File: src/hw/rtl/rnc_pkg.sv
// rnc_pkg: shared types, constants and word layouts for the navigation controller.
// No dependencies; used by every module under hw/rtl.

package rnc_pkg;

   // scan geometry
   localparam int NUM_BEAMS          = 360;
   localparam int LEFT_SECTOR_END    = 17;
   localparam int RIGHT_SECTOR_START = 343;

   // field widths
   localparam int CMD_W    = 2;
   localparam int IDX_W    = 9;
   localparam int DIST_W   = 16;
   localparam int PIX_W    = 12;
   localparam int RATE_W   = 12;
   localparam int TICK_W   = 32;
   localparam int ANG_W    = 13;
   localparam int MODE_W   = 2;
   localparam int CSR_IDX_W = 3;
   localparam int CSR_DAT_W = 32;
   localparam int REQ_DATA_W = 72;
   localparam int RSP_DATA_W = 32;

   // alignment math: e2 = 2*center - width, |e2| fits MAG_W, dividend = |e2| * max_rate
   localparam int E2_W      = PIX_W + 2;
   localparam int MAG_W     = PIX_W + 1;
   localparam int DVD_W     = MAG_W + RATE_W;
   localparam int DIV_STEPS = DVD_W;
   localparam int DIV_CNT_W = $clog2(DIV_STEPS);

   // request word layout, lowest bit up
   localparam int RQ_IDX_LSB  = 0;
   localparam int RQ_RNG_LSB  = RQ_IDX_LSB + IDX_W;
   localparam int RQ_SEEN_LSB = RQ_RNG_LSB + DIST_W;
   localparam int RQ_ODST_LSB = RQ_SEEN_LSB + 1;
   localparam int RQ_OCX_LSB  = RQ_ODST_LSB + DIST_W;
   localparam int RQ_OFW_LSB  = RQ_OCX_LSB + PIX_W;

   // reset values of the registers
   localparam logic [DIST_W-1:0] SAFE_DIST_RST   = 16'd500;
   localparam logic [PIX_W-1:0]  ALIGN_THR_RST   = 12'd20;
   localparam logic [DIST_W-1:0] TARGET_DIST_RST = 16'd500;
   localparam logic [RATE_W-1:0] MAX_TURN_RST    = 12'd500;
   localparam logic [RATE_W-1:0] SPIN_RATE_RST   = 12'd300;
   localparam logic [RATE_W-1:0] CRUISE_RST      = 12'd500;
   localparam logic [TICK_W-1:0] SEARCH_TICKS_RST    = 32'd5000;
   localparam logic [TICK_W-1:0] CELEBRATE_TICKS_RST = 32'd4000;

   typedef enum logic [MODE_W-1:0] {
      MODE_FWD = 2'd0,
      MODE_ROT = 2'd1,
      MODE_ALN = 2'd2,
      MODE_APP = 2'd3
   } mode_type;

   typedef enum logic [CMD_W-1:0] {
      CMD_BEAM   = 2'd0,
      CMD_CAMERA = 2'd1,
      CMD_TICK   = 2'd2,
      CMD_NONE   = 2'd3
   } cmd_type;

   typedef enum logic [CSR_IDX_W-1:0] {
      CSR_SAFE_DIST   = 3'd0,
      CSR_ALIGN_THR   = 3'd1,
      CSR_TARGET_DIST = 3'd2,
      CSR_MAX_TURN    = 3'd3,
      CSR_SPIN_RATE   = 3'd4,
      CSR_CRUISE      = 3'd5,
      CSR_SEARCH_TICKS    = 3'd6,
      CSR_CELEBRATE_TICKS = 3'd7
   } csr_idx_type;

   // controller -> datapath
   typedef struct packed {
      logic capture;   // latch the request word
      logic commit;    // apply the evaluated state update (and result, if any)
      logic mul_load;  // register |e2| * max_rate into the divider
      logic div_step;  // one restoring-division step
      logic fin_emit;  // write the clamped alignment result
   } dp_cmd_type;

   // datapath -> controller
   typedef struct packed {
      logic need_div;
      logic emits;
      logic slot_free;
   } dp_sts_type;

endpackage

File: src/hw/rtl/reactive_navigation_controller.sv
// reactive_navigation_controller: top level, joins rnc_ctrl and rnc_dp.
// Depends on rnc_pkg, rnc_ctrl, rnc_dp.
//
//   channel  direction  handshake              payload
//   req_     in         req_tvalid/req_tready  tdata 72b, tuser 2b (cmd)
//   rsp_     out        rsp_tvalid/rsp_tready  tdata 32b
//   csr_     in         csr_we                 csr_index 3b, csr_wdata 32b
//
// Beam, camera and tick words are accepted, then evaluated and committed.
// The scan-end word in align mode with a nonzero width and an error outside the threshold
// goes through load, the bit-serial divider (25 steps, one quotient bit per cycle) and finish.
// A word that yields a result waits in evaluation (after a divide, in finish) until the result
// register is free; req_tready rises again only after that. Reset is synchronous and restores
// all registers, state and the empty result register.

module reactive_navigation_controller (
   input  logic                                clock,
   input  logic                                reset,
   input  logic                                req_tvalid,
   output logic                                req_tready,
   // tdata: beam_index[8:0], beam_range_mm[24:9], object_seen[25],
   //        object_distance_mm[41:26], obj_pos_px[53:42], frame_width[65:54], zeros
   input  logic [rnc_pkg::REQ_DATA_W-1:0]      req_tdata,
   // tuser: cmd[1:0]
   input  logic [rnc_pkg::CMD_W-1:0]           req_tuser,
   output logic                                rsp_tvalid,
   input  logic                                rsp_tready,
   // tdata: linear_speed[11:0], angular_speed[24:12], mode_now[26:25], zeros
   output logic [rnc_pkg::RSP_DATA_W-1:0]      rsp_tdata,
   input  logic                                csr_we,
   input  logic [rnc_pkg::CSR_IDX_W-1:0]       csr_index,
   input  logic [rnc_pkg::CSR_DAT_W-1:0]       csr_wdata
);

   rnc_pkg::dp_cmd_type cmd;
   rnc_pkg::dp_sts_type sts;

   rnc_ctrl u_ctrl (
      .clock      (clock),
      .reset      (reset),
      .req_tvalid (req_tvalid),
      .req_tready (req_tready),
      .sts        (sts),
      .cmd        (cmd)
   );

   rnc_dp u_dp (
      .clock      (clock),
      .reset      (reset),
      .csr_we     (csr_we),
      .csr_index  (csr_index),
      .csr_wdata  (csr_wdata),
      .req_tdata  (req_tdata),
      .req_tuser  (req_tuser),
      .rsp_tvalid (rsp_tvalid),
      .rsp_tready (rsp_tready),
      .rsp_tdata  (rsp_tdata),
      .cmd        (cmd),
      .sts        (sts)
   );

endmodule

File: src/hw/rtl/rnc_ctrl.sv
// rnc_ctrl: sequencer for the navigation controller (accept, evaluate, divide, finish).
// Depends on rnc_pkg.

module rnc_ctrl (
   input  logic                  clock,
   input  logic                  reset,
   input  logic                  req_tvalid,
   output logic                  req_tready,
   input  rnc_pkg::dp_sts_type   sts,
   output rnc_pkg::dp_cmd_type   cmd
);

   typedef enum logic [3:0] {
      ST_IDLE = 4'b0001,
      ST_EXEC = 4'b0010,
      ST_DIV  = 4'b0100,
      ST_FIN  = 4'b1000
   } ctrl_state_type;

   ctrl_state_type state_ff, state_in;
   logic [rnc_pkg::DIV_CNT_W-1:0] cnt_ff, cnt_in;
   logic div_last;

   assign div_last = (cnt_ff == rnc_pkg::DIV_CNT_W'(rnc_pkg::DIV_STEPS - 1));

   always_comb begin
      state_in   = state_ff;
      cnt_in     = cnt_ff;
      cmd        = '0;
      req_tready = 1'b0;
      case (state_ff)
         ST_IDLE: begin
            req_tready = 1'b1;
            if (req_tvalid) begin
               cmd.capture = 1'b1;
               state_in    = ST_EXEC;
            end
         end
         ST_EXEC: begin
            if (sts.need_div) begin
               // beam flags land now; the turn result follows the divide
               cmd.commit   = 1'b1;
               cmd.mul_load = 1'b1;
               cnt_in       = '0;
               state_in     = ST_DIV;
            end else if (!sts.emits || sts.slot_free) begin
               cmd.commit = 1'b1;
               state_in   = ST_IDLE;
            end
         end
         ST_DIV: begin
            cmd.div_step = 1'b1;
            cnt_in       = cnt_ff + 1'b1;
            if (div_last) begin
               state_in = ST_FIN;
            end
         end
         ST_FIN: begin
            if (sts.slot_free) begin
               cmd.fin_emit = 1'b1;
               state_in     = ST_IDLE;
            end
         end
         default: begin
            state_in = ST_IDLE;
         end
      endcase
   end

   always_ff @(posedge clock) begin
      if (reset) begin
         state_ff <= ST_IDLE;
         cnt_ff   <= '0;
      end else begin
         state_ff <= state_in;
         cnt_ff   <= cnt_in;
      end
   end

endmodule

File: src/hw/rtl/rnc_dp.sv
// rnc_dp: registers, navigation state, mode rules, divider and result register.
// Depends on rnc_pkg; driven by rnc_ctrl.

module rnc_dp (
   input  logic                                clock,
   input  logic                                reset,
   input  logic                                csr_we,
   input  logic [rnc_pkg::CSR_IDX_W-1:0]       csr_index,
   input  logic [rnc_pkg::CSR_DAT_W-1:0]       csr_wdata,
   input  logic [rnc_pkg::REQ_DATA_W-1:0]      req_tdata,
   input  logic [rnc_pkg::CMD_W-1:0]           req_tuser,
   output logic                                rsp_tvalid,
   input  logic                                rsp_tready,
   output logic [rnc_pkg::RSP_DATA_W-1:0]      rsp_tdata,
   input  rnc_pkg::dp_cmd_type                 cmd,
   output rnc_pkg::dp_sts_type                 sts
);

   localparam int IW = rnc_pkg::IDX_W;
   localparam int DW = rnc_pkg::DIST_W;
   localparam int PW = rnc_pkg::PIX_W;
   localparam int RW = rnc_pkg::RATE_W;
   localparam int TW = rnc_pkg::TICK_W;
   localparam int AW = rnc_pkg::ANG_W;

   // configuration
   logic [DW-1:0] safe_ff, tgt_ff;
   logic [PW-1:0] thr_ff;
   logic [RW-1:0] mx_ff, spin_ff, cruise_ff;
   logic [TW-1:0] search_ff, celeb_ff;

   // captured request
   rnc_pkg::cmd_type kind_ff;
   logic [IW-1:0] idx_ff;
   logic [DW-1:0] rng_ff, odist_ff;
   logic          oseen_ff;
   logic [PW-1:0] ocx_ff, ofw_ff;

   // navigation state
   rnc_pkg::mode_type mode_ff, mode_in;
   logic turn_pos_ff, turn_pos_in;
   logic lhit_ff, lhit_in, fhit_ff, fhit_in, rhit_ff, rhit_in;
   logic tseen_ff, tseen_in;
   logic [DW-1:0] tdist_ff, tdist_in;
   logic [PW-1:0] tcen_ff, tcen_in, twid_ff, twid_in;
   logic init_spin_ff, init_spin_in, spin_tgt_ff, spin_tgt_in;
   logic run_ff, run_in;
   logic [TW-1:0] ticks_ff, ticks_in;

   // divider
   logic [rnc_pkg::DVD_W-1:0] dq_ff, dq_in;
   logic [PW-1:0]             rem_ff, rem_in;

   // result register
   logic                               rsp_valid_ff, rsp_valid_in;
   logic [rnc_pkg::RSP_DATA_W-1:0]     rsp_data_ff, rsp_data_in;

   // alignment error
   logic signed [rnc_pkg::E2_W-1:0] e2;
   logic [rnc_pkg::E2_W-1:0]        e2_abs;
   logic [rnc_pkg::MAG_W-1:0]       mag;
   logic                            e2_neg;
   logic signed [AW-1:0]            spin_val;

   // rule evaluation results
   logic                 emit, need_div, hit, in_left, in_right, clear_v, left_only;
   logic [RW-1:0]        o_lin;
   logic signed [AW-1:0] o_ang;

   // finish path
   logic [PW:0]             rem_sh;
   logic                    ge;
   logic [RW-1:0]           turn_mag;
   logic signed [AW-1:0]    fin_ang;

   assign e2     = $signed({1'b0, tcen_ff, 1'b0}) - $signed({2'b00, twid_ff});
   assign e2_neg = e2[rnc_pkg::E2_W-1];
   assign e2_abs = e2_neg ? rnc_pkg::E2_W'(-e2) : rnc_pkg::E2_W'(e2);
   assign mag    = e2_abs[rnc_pkg::MAG_W-1:0];
   assign spin_val = turn_pos_ff ? $signed({1'b0, spin_ff}) : -$signed({1'b0, spin_ff});

   // one item's effect on the state, evaluated from the captured word
   always_comb begin
      mode_in      = mode_ff;
      turn_pos_in  = turn_pos_ff;
      lhit_in      = lhit_ff;
      fhit_in      = fhit_ff;
      rhit_in      = rhit_ff;
      tseen_in     = tseen_ff;
      tdist_in     = tdist_ff;
      tcen_in      = tcen_ff;
      twid_in      = twid_ff;
      init_spin_in = init_spin_ff;
      spin_tgt_in  = spin_tgt_ff;
      run_in       = run_ff;
      ticks_in     = ticks_ff;
      emit         = 1'b0;
      need_div     = 1'b0;
      o_lin        = '0;
      o_ang        = '0;
      hit          = rng_ff < safe_ff;
      in_left      = int'(idx_ff) <= rnc_pkg::LEFT_SECTOR_END;
      in_right     = int'(idx_ff) >= rnc_pkg::RIGHT_SECTOR_START;
      clear_v      = 1'b0;
      left_only    = 1'b0;
      case (kind_ff)
         rnc_pkg::CMD_BEAM: begin
            if (int'(idx_ff) < rnc_pkg::NUM_BEAMS) begin
               if (idx_ff == '0) begin
                  lhit_in = 1'b0;
                  fhit_in = 1'b0;
                  rhit_in = 1'b0;
               end
               if (in_left && hit) lhit_in = 1'b1;
               if (in_right && hit) rhit_in = 1'b1;
               if (!in_left && !in_right && hit) fhit_in = 1'b1;
               clear_v   = !lhit_in && !fhit_in && !rhit_in;
               left_only = lhit_in && !fhit_in && !rhit_in;
               // end of scan: run the current mode's rule
               if (int'(idx_ff) == rnc_pkg::NUM_BEAMS - 1) begin
                  case (mode_ff)
                     rnc_pkg::MODE_FWD: begin
                        if (tseen_ff) begin
                           mode_in = rnc_pkg::MODE_ALN;
                        end else if (clear_v) begin
                           emit  = 1'b1;
                           o_lin = cruise_ff;
                        end else begin
                           turn_pos_in = !left_only;
                           mode_in     = rnc_pkg::MODE_ROT;
                        end
                     end
                     rnc_pkg::MODE_ROT: begin
                        if (tseen_ff) begin
                           mode_in = rnc_pkg::MODE_ALN;
                        end else if (init_spin_ff) begin
                           if (!run_ff) begin
                              run_in   = 1'b1;
                              ticks_in = search_ff;
                           end
                           emit  = 1'b1;
                           o_ang = spin_val;
                        end else if (clear_v) begin
                           mode_in = rnc_pkg::MODE_FWD;
                        end else begin
                           emit  = 1'b1;
                           o_ang = spin_val;
                        end
                     end
                     rnc_pkg::MODE_ALN: begin
                        if (!tseen_ff) begin
                           mode_in = rnc_pkg::MODE_FWD;
                        end else if (mag < {thr_ff, 1'b0}) begin
                           mode_in = rnc_pkg::MODE_APP;
                        end else if (twid_ff == '0) begin
                           emit = 1'b1;
                           if (e2_neg) begin
                              o_ang = $signed({1'b0, mx_ff});
                           end else if (e2 != '0) begin
                              o_ang = -$signed({1'b0, mx_ff});
                           end
                        end else begin
                           need_div = 1'b1;
                        end
                     end
                     rnc_pkg::MODE_APP: begin
                        if (spin_tgt_ff) begin
                           emit  = 1'b1;
                           o_ang = spin_val;
                        end else if (!tseen_ff) begin
                           mode_in = rnc_pkg::MODE_FWD;
                        end else if (tdist_ff <= tgt_ff) begin
                           if (!run_ff) begin
                              spin_tgt_in = 1'b1;
                              run_in      = 1'b1;
                              ticks_in    = celeb_ff;
                           end
                           emit  = 1'b1;
                           o_ang = spin_val;
                        end else begin
                           emit  = 1'b1;
                           o_lin = cruise_ff;
                        end
                     end
                     default: begin
                        mode_in = mode_ff;
                     end
                  endcase
               end
            end
         end
         rnc_pkg::CMD_CAMERA: begin
            tseen_in = oseen_ff;
            tdist_in = odist_ff;
            tcen_in  = ocx_ff;
            twid_in  = ofw_ff;
            if (oseen_ff && (mode_ff == rnc_pkg::MODE_FWD || mode_ff == rnc_pkg::MODE_ROT)) begin
               mode_in = rnc_pkg::MODE_ALN;
            end
         end
         rnc_pkg::CMD_TICK: begin
            if (run_ff) begin
               if (ticks_ff > TW'(1)) begin
                  ticks_in = ticks_ff - 1'b1;
               end else begin
                  run_in   = 1'b0;
                  ticks_in = '0;
                  if (mode_ff == rnc_pkg::MODE_ROT) begin
                     init_spin_in = 1'b0;
                  end else if (mode_ff == rnc_pkg::MODE_APP) begin
                     spin_tgt_in = 1'b0;
                     mode_in     = rnc_pkg::MODE_FWD;
                  end
               end
            end
         end
         default: begin
            emit = 1'b0;
         end
      endcase
      // leaving a mode drops any pending timer
      if (mode_in != mode_ff) begin
         run_in   = 1'b0;
         ticks_in = '0;
         if (mode_in == rnc_pkg::MODE_ROT) init_spin_in = 1'b1;
         if (mode_in == rnc_pkg::MODE_APP) spin_tgt_in = 1'b0;
      end
   end

   // restoring division step, and the clamped result it feeds
   assign rem_sh = {rem_ff, dq_ff[rnc_pkg::DVD_W-1]};
   assign ge     = rem_sh >= {1'b0, twid_ff};
   always_comb begin
      dq_in  = {dq_ff[rnc_pkg::DVD_W-2:0], ge};
      rem_in = ge ? PW'(rem_sh - {1'b0, twid_ff}) : rem_sh[PW-1:0];
      if (cmd.mul_load) begin
         dq_in  = rnc_pkg::DVD_W'({{RW{1'b0}}, mag} * {{rnc_pkg::MAG_W{1'b0}}, mx_ff});
         rem_in = '0;
      end
   end

   assign turn_mag = (dq_ff > rnc_pkg::DVD_W'(mx_ff)) ? mx_ff : dq_ff[RW-1:0];
   assign fin_ang  = e2_neg ? $signed({1'b0, turn_mag}) : -$signed({1'b0, turn_mag});

   always_comb begin
      rsp_valid_in = rsp_valid_ff && !rsp_tready;
      rsp_data_in  = rsp_data_ff;
      if (cmd.commit && emit) begin
         rsp_valid_in = 1'b1;
         rsp_data_in  = {5'b0, mode_in, o_ang, o_lin};
      end else if (cmd.fin_emit) begin
         rsp_valid_in = 1'b1;
         rsp_data_in  = {5'b0, mode_ff, fin_ang, {RW{1'b0}}};
      end
   end

   assign sts.need_div  = need_div;
   assign sts.emits     = emit;
   assign sts.slot_free = !rsp_valid_ff || rsp_tready;
   assign rsp_tvalid    = rsp_valid_ff;
   assign rsp_tdata     = rsp_data_ff;

   // configuration
   always_ff @(posedge clock) begin
      if (reset) begin
         safe_ff   <= rnc_pkg::SAFE_DIST_RST;
         thr_ff    <= rnc_pkg::ALIGN_THR_RST;
         tgt_ff    <= rnc_pkg::TARGET_DIST_RST;
         mx_ff     <= rnc_pkg::MAX_TURN_RST;
         spin_ff   <= rnc_pkg::SPIN_RATE_RST;
         cruise_ff <= rnc_pkg::CRUISE_RST;
         search_ff <= rnc_pkg::SEARCH_TICKS_RST;
         celeb_ff  <= rnc_pkg::CELEBRATE_TICKS_RST;
      end else if (csr_we) begin
         case (rnc_pkg::csr_idx_type'(csr_index))
            rnc_pkg::CSR_SAFE_DIST:       safe_ff   <= csr_wdata[DW-1:0];
            rnc_pkg::CSR_ALIGN_THR:       thr_ff    <= csr_wdata[PW-1:0];
            rnc_pkg::CSR_TARGET_DIST:     tgt_ff    <= csr_wdata[DW-1:0];
            rnc_pkg::CSR_MAX_TURN:        mx_ff     <= csr_wdata[RW-1:0];
            rnc_pkg::CSR_SPIN_RATE:       spin_ff   <= csr_wdata[RW-1:0];
            rnc_pkg::CSR_CRUISE:          cruise_ff <= csr_wdata[RW-1:0];
            rnc_pkg::CSR_SEARCH_TICKS:    search_ff <= csr_wdata[TW-1:0];
            rnc_pkg::CSR_CELEBRATE_TICKS: celeb_ff  <= csr_wdata[TW-1:0];
            default: begin
            end
         endcase
      end
   end

   // request capture, divider and result payload
   always_ff @(posedge clock) begin
      if (cmd.capture) begin
         kind_ff  <= rnc_pkg::cmd_type'(req_tuser);
         idx_ff   <= req_tdata[rnc_pkg::RQ_IDX_LSB +: IW];
         rng_ff   <= req_tdata[rnc_pkg::RQ_RNG_LSB +: DW];
         oseen_ff <= req_tdata[rnc_pkg::RQ_SEEN_LSB];
         odist_ff <= req_tdata[rnc_pkg::RQ_ODST_LSB +: DW];
         ocx_ff   <= req_tdata[rnc_pkg::RQ_OCX_LSB +: PW];
         ofw_ff   <= req_tdata[rnc_pkg::RQ_OFW_LSB +: PW];
      end
      if (cmd.mul_load || cmd.div_step) begin
         dq_ff  <= dq_in;
         rem_ff <= rem_in;
      end
      rsp_data_ff <= rsp_data_in;
   end

   // navigation state and result valid
   always_ff @(posedge clock) begin
      if (reset) begin
         mode_ff      <= rnc_pkg::MODE_FWD;
         turn_pos_ff  <= 1'b1;
         lhit_ff      <= 1'b0;
         fhit_ff      <= 1'b0;
         rhit_ff      <= 1'b0;
         tseen_ff     <= 1'b0;
         tdist_ff     <= '0;
         tcen_ff      <= '0;
         twid_ff      <= '0;
         init_spin_ff <= 1'b1;
         spin_tgt_ff  <= 1'b0;
         run_ff       <= 1'b0;
         ticks_ff     <= '0;
         rsp_valid_ff <= 1'b0;
      end else begin
         rsp_valid_ff <= rsp_valid_in;
         if (cmd.commit) begin
            mode_ff      <= mode_in;
            turn_pos_ff  <= turn_pos_in;
            lhit_ff      <= lhit_in;
            fhit_ff      <= fhit_in;
            rhit_ff      <= rhit_in;
            tseen_ff     <= tseen_in;
            tdist_ff     <= tdist_in;
            tcen_ff      <= tcen_in;
            twid_ff      <= twid_in;
            init_spin_ff <= init_spin_in;
            spin_tgt_ff  <= spin_tgt_in;
            run_ff       <= run_in;
            ticks_ff     <= ticks_in;
         end
      end
   end

endmodule

File: config.mk
export PLATFORM = sky130hd
export DESIGN_NAME = reactive_navigation_controller
export DESIGN_NICKNAME = d
export VERILOG_FILES = /design/src/hw/rtl/rnc_pkg.sv /design/src/hw/rtl/reactive_navigation_controller.sv /design/src/hw/rtl/rnc_ctrl.sv /design/src/hw/rtl/rnc_dp.sv
export SDC_FILE = /design/constraint.sdc
export NUM_CORES = 1
export LEC_CHECK = 0
export BUFFER_PORTS_ARGS = -buffer_cell sky130_fd_sc_hd__clkbuf_2
export CORE_AREA = 2 2 243 197
export DETAILED_ROUTE_END_ITERATION = 12
export DIE_AREA = 0 0 245 199
export GPL_TIMING_DRIVEN = 0
export PLACE_DENSITY_LB_ADDON = 0.3
export SLEW_MARGIN = 20
export SYNTH_ARGS = -nofsm -noshare
export SYNTH_HDL_FRONTEND = slang
export SYNTH_SLANG_ARGS = --single-unit
File: constraint.sdc
create_clock -name clock -period 10.35 [get_ports clock]
set_input_delay 1.035 -clock clock [delete_from_list [all_inputs] [get_ports clock]]
set_output_delay 1.035 -clock clock [all_outputs]
set_load 0.005 [all_outputs]
======== Yosys cells after proc, flatten, opt, wreduce, memory -nomap -nowiden ========
Index checks and enable logic that the tools add are counted.
operators by class
  shifts and indexed selects .............. 0
  bitwise operators ....................... 2
  order comparisons ....................... 9
  $mul .................................... 1
  muxes and demuxes ....................... 149
  div/mod/pow operators ................... 0
  equality and inequality tests ........... 37
  add/sub/neg operators ................... 8
  reduce and logical (&&, ||, !) cells .... 48
operator list
  cell                                                                    number
  32-bit 2-to-1 mux                                                       12
  13-bit 2-to-1 mux                                                       17
  32-bit one-hot mux with 2 select lines                                  2
  12-bit 2-to-1 mux                                                       10
  1-bit 2-to-1 mux                                                        72
  27-bit 2-to-1 mux                                                       2
  12-bit negation with 13-bit output                                      3
  13-bit one-hot mux with 3 select lines                                  1
  2-bit 2-to-1 mux                                                        17
  32-bit by 1-bit > comparator with 1-bit output (second input constant)  1
  32-bit by 1-bit subtractor with 32-bit output (second input constant)   1
  25-bit by 12-bit > comparator with 1-bit output                         1
  13-bit by 12-bit multiplier with 25-bit output                          1
  25-bit 2-to-1 mux                                                       1
  12-bit one-hot mux with 2 select lines                                  1
  4-bit 2-to-1 mux                                                        5
  2-bit AND reduction                                                     10
  16-bit <= comparator                                                    1
  16-bit less-than comparator                                             1
  4-bit inequality test (second input constant)                           4
  4-bit one-hot mux with 4 select lines                                   1
  14-bit nonzero test                                                     1
  13-bit by 12-bit subtractor with 14-bit output                          1
  13-bit by 12-bit greater-or-equal comparator with 1-bit output          1
  45 further kinds                                                        87
word-level totals
  logic and storage cells ................. 288
  bits of input ports ..................... 114
  memories ................................ 0
  RAM bits ................................ 0
  bits in latches ......................... 0
  register bits after elaboration ......... 368
  output and inout bits ................... 34
  bits in read-only memories .............. 0

======== Longest topological paths before layout ========
Gate-level depths: netlist (run 1).
  depth in word-level cells ............... 24
  gate-level depth with buffers ........... 34
  depth with buffers taken out ............ 31

======== Modules after synthesis ========
A second synthesis (run 1) with hierarchy kept.
second synthesis, totals
  cells, all modules ...................... 2768
  area, all modules ....................... 24151.9 um^2
modules (own cells, without submodules)
  module    area each (um^2)  sequential area each (um^2)  cells each  instances
  rnc_dp    23503.8           8508.2                       2696        1
  rnc_ctrl  648.1             180.2                        72          1

======== Worst setup path after synthesis (run 1) ========
Ideal clock, no wire load.
  path kind ............................... reg-to-reg
  from .................................... reg u_dp.twid_ff[1]
  to ...................................... reg u_dp.dq_ff[24] (netlist name) (data pin)
  buffers on the path ..................... 1
  setup time .............................. 0.266 ns
  clock period less this slack ............ 7.826 ns
  slack ................................... 2.524 ns
  data required time ...................... 10.084 ns
  arrival time ............................ 7.560 ns
  cell stages (with the launch flop) ...... 31
  cells stage by stage .................... dfxtp_1 > inv_1 > ha_1 > nor2b_1 > o31ai_1 > a21oi_1 > or3_1 > o2bb2ai_1 > or4_1 > nand2_1 > xnor2_1 > clkbuf_1 > nand2_1 > fa_1 > fa_1 > fa_1 > inv_1 > fa_1 > inv_1 > fa_1 > inv_1 > ha_1 > or2_2 > a21oi_1 > a31oi_1 > nand4_1 > a31oi_1 > or4_1 > a31oi_1 > xnor2_1 > o21ai_0
between the ends
  longest elaborated chain between the ends .. 13
  elaborated cells on any way between the ends .. 16
  classes of those cells .................. add/sub (2); mul (1); order compare (1); mux (11); reduce/logical (1)
RTL lines
  item                                                                                     RTL line       RTL
  start, declared                                                                          rnc_dp.sv:45   logic [PW-1:0] tcen_ff, tcen_in, twid_ff, twid_in;
  start signal, assigned                                                                   rnc_dp.sv:336  twid_ff <= twid_in;
  branches (longest 12 deep; another with 13-bit by 12-bit multiplier with 25-bit output)  n/a
  25-bit 2-to-1 mux *                                                                      rnc_dp.sv:236  if (cmd.mul_load) begin
  via u_dp.dq_in (one bit)                                                                 rnc_dp.sv:51   logic [rnc_pkg::DVD_W-1:0] dq_ff, dq_in;
  end signal, assigned                                                                     rnc_dp.sv:302  dq_ff <= dq_in;
  end, declared                                                                            rnc_dp.sv:51
Mark *: on every way through the listed nets, which the timed path passes.
A chain may end at the register's enable or synchronous reset.

======== Worst setup path after layout (run 1) ========
Same ends and word-level chain as after synthesis.

==> impl_metrics.ini, run 1 <==
[status]
status = complete, no violations

[synthesis]
cell_area_after_synthesis_um2 = 24280
synth_top_cell_area_share = 0.1946
ys_async_sr_fraction = 0
synth.area.top_cells = dfxtp_1 (19%), edfxtp_1 (16%), fa_1 (9.2%), nand2_1 (8.6%), ha_1 (7.9%)
yosys.cell_count.top_type = nand2_1
synth_edf_count = 132
synth_common_cells = nand2_1 (558), dfxtp_1 (236), a21oi_1 (233)
postSynthRegisterBits = 368
synthesis.area_per_instance_um2 = 8.625
synth_ff_type = dfxtp_1
synth.yosys.seq_area_share = 0.3578
number_of_warning_messages_in_the_yosys_log = 0
synth_cell_types = 78
synthesis.instances = 2815
yosysTopAreaCell = dfxtp_1

[timing]
max_freq_mhz = 105.5
finalCriticalPeriod_ns = 9.476
rsz_0062_raised_after_global_routing = no
relSlewSlack = 0.2699
max_slew.worst_pin.slew_ns = 1.068
finalHoldViolations = 0
maxSlewViolCount = 0
fin_crit_sh = 0.9155
whs_ns = 0.4547
final_critical_path_setup_slack_ns = 0.8742
timing.clock.skew_ns = 0.01543
report.final.setup_viol = 0
tns_ns = 0

[floorplan]
initial_utilization = 0.5226
coreArea_um2 = 46460
chipHeight_um = 199
die_area_um2 = 48760
pin_count = 148
dieWidth_um = 245
core.rowCount = 71

[pwr]
comb_power_share = 0.214
sequentialPowerShare = 0.390
power.leakage_uw = 0.01110
net-switching-power_uw = 1186
vdd.ir_drop.worst_v = 0.0001780
p_clk_frac = 0.396
swShare = 0.2975
cell_internal_pwr_uw = 2801
p_per_area_nw_per_um2 = 146.3

[routing]
postRouteWirelength_um = 70340
remaining_antenna_violation_count_after_routing = 0
route.detailed.vias_per_inst = 5.797
drt_first_pass_iters = 5
vias = 21100
dr.first_iter.drc_count = 2206
remaining_drcs = 0
detail_route.wl_per_cell_um = 19.33

[setup_path]
worst_path_max_delay_cell = xnor2_1
setup.worst_path.end_class = flip-flop
path_class = flip-flop to flip-flop
worst_path_dominant_cell_family = adder cells
setup.worst_path.start_class = flip-flop
minimum_setup_slack_among_reg_to_reg_paths_ns = 0.87
critPathBufInv = 6
worst_ep_required_time_ns = 10.66
worst-endpoint-arrival_ns = 9.79
worst_path_most_repeated_cell = fa_1
worst_path_max_fanout = 10
worst_path_largest_cell_delay_ns = 0.58

[layout]
combined_area_of_the_multi_input_logic_cells_um2 = 14130
drive_gt1_frac = 0.09308
antenna-diode-count = 0
flow.area_growth_from_synthesis_pct = 12.21
finish.net_count = 3367
fill_cells = 3998
ff_latch_area_um2 = 8688

[job]
drv_cap = 0

[global_routing]
grt_first_pass_wirelength_um = 109200
initial_antenna_violation_count = 0
first_global_vias = 19980
grt_usage = 0.2870
overflow = 0
grt_start_max_net_pins = 51

[clock_tree]
clockBufferDepth = 3
cts_tree = done
tritoncts_num_sinks = 368
cts_inserted_buffers = 41
clk_pin_slew_ns = 0.06
h-tree-depth = 2
worstSkewPairLatency_ns = 0.58
cts-hold-fix-buffers = 0
cts.repair.resized = 0
clock_root_buffer = clkbuf_16
cts_setup_buffers = 0

[placement]
placement.io_buffers = 121
globalplace.congestion = 0.9978
hpwl_after_dpl_um = 53730
detailedPlace.worstSlack_ns = 1.158

[min_path]
hp-class = flip-flop to flip-flop
## state kept, by name, summed over array words and instances (netlist names), 5 cells and up
register / flops
u_dp.idx_ff: 9
u_dp.dq_ff: 25
u_dp.ticks_ff: 32
u_dp.celeb_ff: 32
u_dp.safe_ff: 16
u_dp.twid_ff: 12
u_dp.mx_ff: 12
u_dp.rsp_tdata: 27
u_dp.tcen_ff: 12
u_dp.rem_ff: 12
u_dp.ocx_ff: 12
u_dp.rng_ff: 16
u_dp.tgt_ff: 16
u_dp.cruise_ff: 12
u_dp.tdist_ff: 16
u_dp.odist_ff: 16
u_ctrl.cnt_ff: 5
u_dp.thr_ff: 12
u_dp.ofw_ff: 12
u_dp.search_ff: 32
u_dp.spin_ff: 12
## layout by cell type (no fill, tap or decap), types with 41 or more instances in the layout
master	n
nand3_1	47
fa_1	112
ha_1	154
o21ai_0	85
and2_1	54
clkbuf_1	129
nor2_1	175
a21oi_1	233
nor3_1	73
mux2i_1	54
clkbuf_2	133
nand2_1	558
edfxtp_1	132
dfxtp_1	236
clkbuf_16	45
inv_1	223
xnor2_1	63
nor2b_1	41
## stage by stage
stage	cells	power (µW)	util	area, µm²
global route	3639	4177	0.5864	27240
global placement	3560	2401	0.5526	25680
CTS	3639	3990	0.5863	27240
floorplan	2819	2196	-	24290
detailed placement	3564	2420	0.5550	25790
finish	3639	3986	0.5864	27240
## logic make-up after synthesis
kind of cell	after synthesis	share of synthesized area
and+or+nand+nor	1085	0.2017
AOI/OAI and AO/OA	522	0.1324
buffers and inverters	385	0.06205
DFF	368	0.3578
adders and majority gates	266	0.1717
xor gates and xnor gates	99	0.03571
muxes	89	0.03850
other	1	0.0001545
## power by group through the flow
stage / clock (µW) / sequential, µW / combinational (µW)
after CTS: 1590 / 1560 / 844
final: 1580 / 1560 / 852
after global placement: 0 / 1590 / 814
after floorplan: 0 / 1580 / 616
after global routing: 1650 / 1560 / 972
after detailed placement: 0 / 1590 / 834
## per-layer routing
metal / global-route usage / vias up / wire (µm)
li1: - / 9891 / -
met2: 0.4253 / 940 / 29660
met3: 0.05788 / 117 / 6566
met5: 0 / - / 0
met1: 0.4225 / 10150 / 32320
met4: 0.08266 / 0 / 1788
## final timing paths
check                     start                  to  cells past startpoint
max             u_dp.twid_ff[1]      u_dp.dq_ff[24]                     30
min          u_dp.search_ff[28]  u_dp.search_ff[28]                      2
max reg2reg     u_dp.twid_ff[1]      u_dp.dq_ff[24]                     30
min reg2reg  u_dp.search_ff[28]  u_dp.search_ff[28]                      2
## worst register-to-register path: cells and delay by family (launching register included)
kind | cells | cell delay (ns)
simple gates | 8 | 1.91
buf+inv | 6 | 1.33
compound gates | 7 | 1.63
flops | 1 | 0.47
xor+xnor | 2 | 0.72
fa+ha+maj | 7 | 3.12
## layout make-up
cell class | count | share of cell area
Clock buffer | 53 | 0.04354
Clock inverter | 22 | 0.009782
Multi-Input combinational cell | 2066 | 0.5185
Sequential cell | 368 | 0.3189
Buffer | 161 | 0.02443
Timing Repair Buffer | 125 | 0.02553
Inverter | 224 | 0.03086
Tap cell | 620 | 0.02847
Note: power is estimated with default switching activity, not from simulation.
==> run 2: changes to the inputs <==
BUFFER_PORTS_ARGS = not set   (was -buffer_cell sky130_fd_sc_hd__clkbuf_2)
DONT_BUFFER_PORTS = 1   (was not set)
==> run 2 against run 1 <==
  * Wire length grew 0.15%
  * Fmax is 0.57% lower
  * Sequential share of layout area up 0.89 points
  * Non-clock buffer count down 121
  * First-iteration DRC count decreased by 10%
  * Clock skew grew 0.0082 ns
  * Cell count down 3.3%
  * Total power down 3.4%
  * Clock power decreased by 8%
==> impl_metrics.ini, run 2 (synthesized netlist as in run 1, its figures left out) <==
[status]
status = complete, no violations

[setup_path]
reg2reg_depth = 30
critical_path_depth = 30
worst_path_max_delay_cell = xnor2_1
critPathBufInv = 6
worst_ep_required_time_ns = 10.64
setup.worst_path.end_class = flip-flop
path_class = flip-flop to flip-flop
r2r-end = u_dp.dq_ff[24]
worst_path_dominant_cell_family = adder cells
worst_path_max_fanout = 10
worst-endpoint-arrival_ns = 9.82
minimum_setup_slack_among_reg_to_reg_paths_ns = 0.82
setup.worst_path.start_class = flip-flop
rr_startpoint = u_dp.twid_ff[1]
worst_path_largest_cell_delay_ns = 0.62
worst_path_most_repeated_cell = fa_1

[global_routing]
grt_first_pass_wirelength_um = 109000
overflow = 0
first_global_vias = 19790
grt_start_max_net_pins = 43
initial_antenna_violation_count = 0
grt_usage = 0.2870

[layout]
finish.net_count = 3246
drive_gt1_frac = 0.05347
flow.area_growth_from_synthesis_pct = 9.168
layout.cells.most_common = nand2_1
antenna-diode-count = 0
most-common-layout-cells = nand2_1 (558), dfxtp_1 (236), a21oi_1 (233)
reg_top3 = u_dp.celeb_ff (32), u_dp.search_ff (32), u_dp.ticks_ff (32)
finish.utilization = 0.5705

[clock_tree]
clk_pin_slew_ns = 0.06
cts_setup_buffers = 0
cts.repair.resized = 0
cts-hold-fix-buffers = 0
cts_tree = done
cts_inserted_buffers = 41
worstSkewPairLatency_ns = 0.58
tritoncts_num_sinks = 368
clockBufferDepth = 3
clock_root_buffer = clkbuf_16
h-tree-depth = 2

[timing]
max_slew.worst_pin.slew_ns = 1.072
fin_crit_sh = 0.9208
maxSlewViolCount = 0
finalHoldViolations = 0
timing.clock.skew_ns = 0.02367
relSlewSlack = 0.2669
max_freq_mhz = 104.9
rsz_0062_raised_after_global_routing = no
tns_ns = 0
finalCriticalPeriod_ns = 9.530
report.final.setup_viol = 0

[floorplan]
initial_utilization = 0.5226
core.rowCount = 71
dieWidth_um = 245
pin_count = 148
coreArea_um2 = 46460
die_area_um2 = 48760
chipHeight_um = 199

[min_path]
hp-class = flip-flop to flip-flop
hold-path-endpoint = u_dp.cruise_ff[11]
hold_sp = u_dp.cruise_ff[11]
worst_hold_path.num_cells = 2

[routing]
vias = 20850
detail_route.wl_per_cell_um = 20.02
route.detailed.vias_per_inst = 5.924
drt_first_pass_iters = 5
dr.first_iter.drc_count = 1975
remaining_drcs = 0
remaining_antenna_violation_count_after_routing = 0
postRouteWirelength_um = 70450

[placement]
globalplace.congestion = 0.9539
hpwl_after_dpl_um = 54040
placement.io_buffers = 0

[pwr]
vdd.ir_drop.worst_v = 0.0001609
p_per_area_nw_per_um2 = 145.3
power.leakage_uw = 0.01054

[job]
drv_cap = 0
==> run 2: changes by cell type in the layout (fill, tap and decap cells not counted), sizes merged <==
cell and change:
clkbuf -125, clkinv +5, inv +3, bufinv -3
==> run 2: how the worst max path moves through the flow <==
stage | startpoint | endpoint | slack (ns)
after floorplan | u_dp.twid_ff[1] | u_dp.dq_ff[24] | 2.52
after global placement | u_dp.twid_ff[1] | u_dp.dq_ff[24] | 1.29
after detailed placement | u_dp.twid_ff[1] | u_dp.dq_ff[24] | 1.13
after CTS | u_dp.twid_ff[1] | u_dp.dq_ff[24] | 1.07
after global routing | u_dp.twid_ff[1] | u_dp.dq_ff[24] | 0.47
final | u_dp.twid_ff[1] | u_dp.dq_ff[24] | 0.82
==> run 2: layout make-up <==
class                   count  area (µm²)
fillers                  4110       19960
multi-input cells        2066       14130
flip-flops and latches    368        8688
clock buffers              49        1109
inverters                 224       840.8
well taps                 620       775.7
plain buffers             161       665.6
clock inverters            27       217.7
repair buffers              4       82.58
==> run 2: report_power, final <==
part / internal (µW) / switching, µW
sequential: 1540 / 19.7
clock: 824 / 635
combinational: 311 / 524
total: 2670 / 1180
==> run 2: tightest hold or removal path, cell delays in order, from the launching register on <==
cell and delay, ns:
dfxtp_1 0.30, nand2_1 0.05, a21oi_1 0.05
==> run 2: layer usage <==
metal,vias to the layer above,track usage,routed length [µm]
met3,161,0.06152,7137
met5,-,0,0
met2,1003,0.4188,29420
met1,10020,0.4186,31590
met4,0,0.1009,2304
li1,9665,-,-
==> run 2: through the flow <==
stage | setup WS (ns) | std cells | power, µW | instance area, µm² | hold slack (ns)
2_1_floorplan | 2.524 | 2819 | 2196 | 24290 | 0.4317
3_3_place_gp | 1.294 | 3439 | 2384 | 25070 | 0.4384
3_5_place_dp | 1.135 | 3443 | 2405 | 25170 | 0.4463
4_1_cts | 1.066 | 3519 | 3864 | 26500 | 0.4545
5_1_grt | 0.4674 | 3519 | 4033 | 26510 | 0.4710
6_report | 0.8200 | 3519 | 3850 | 26510 | 0.4534
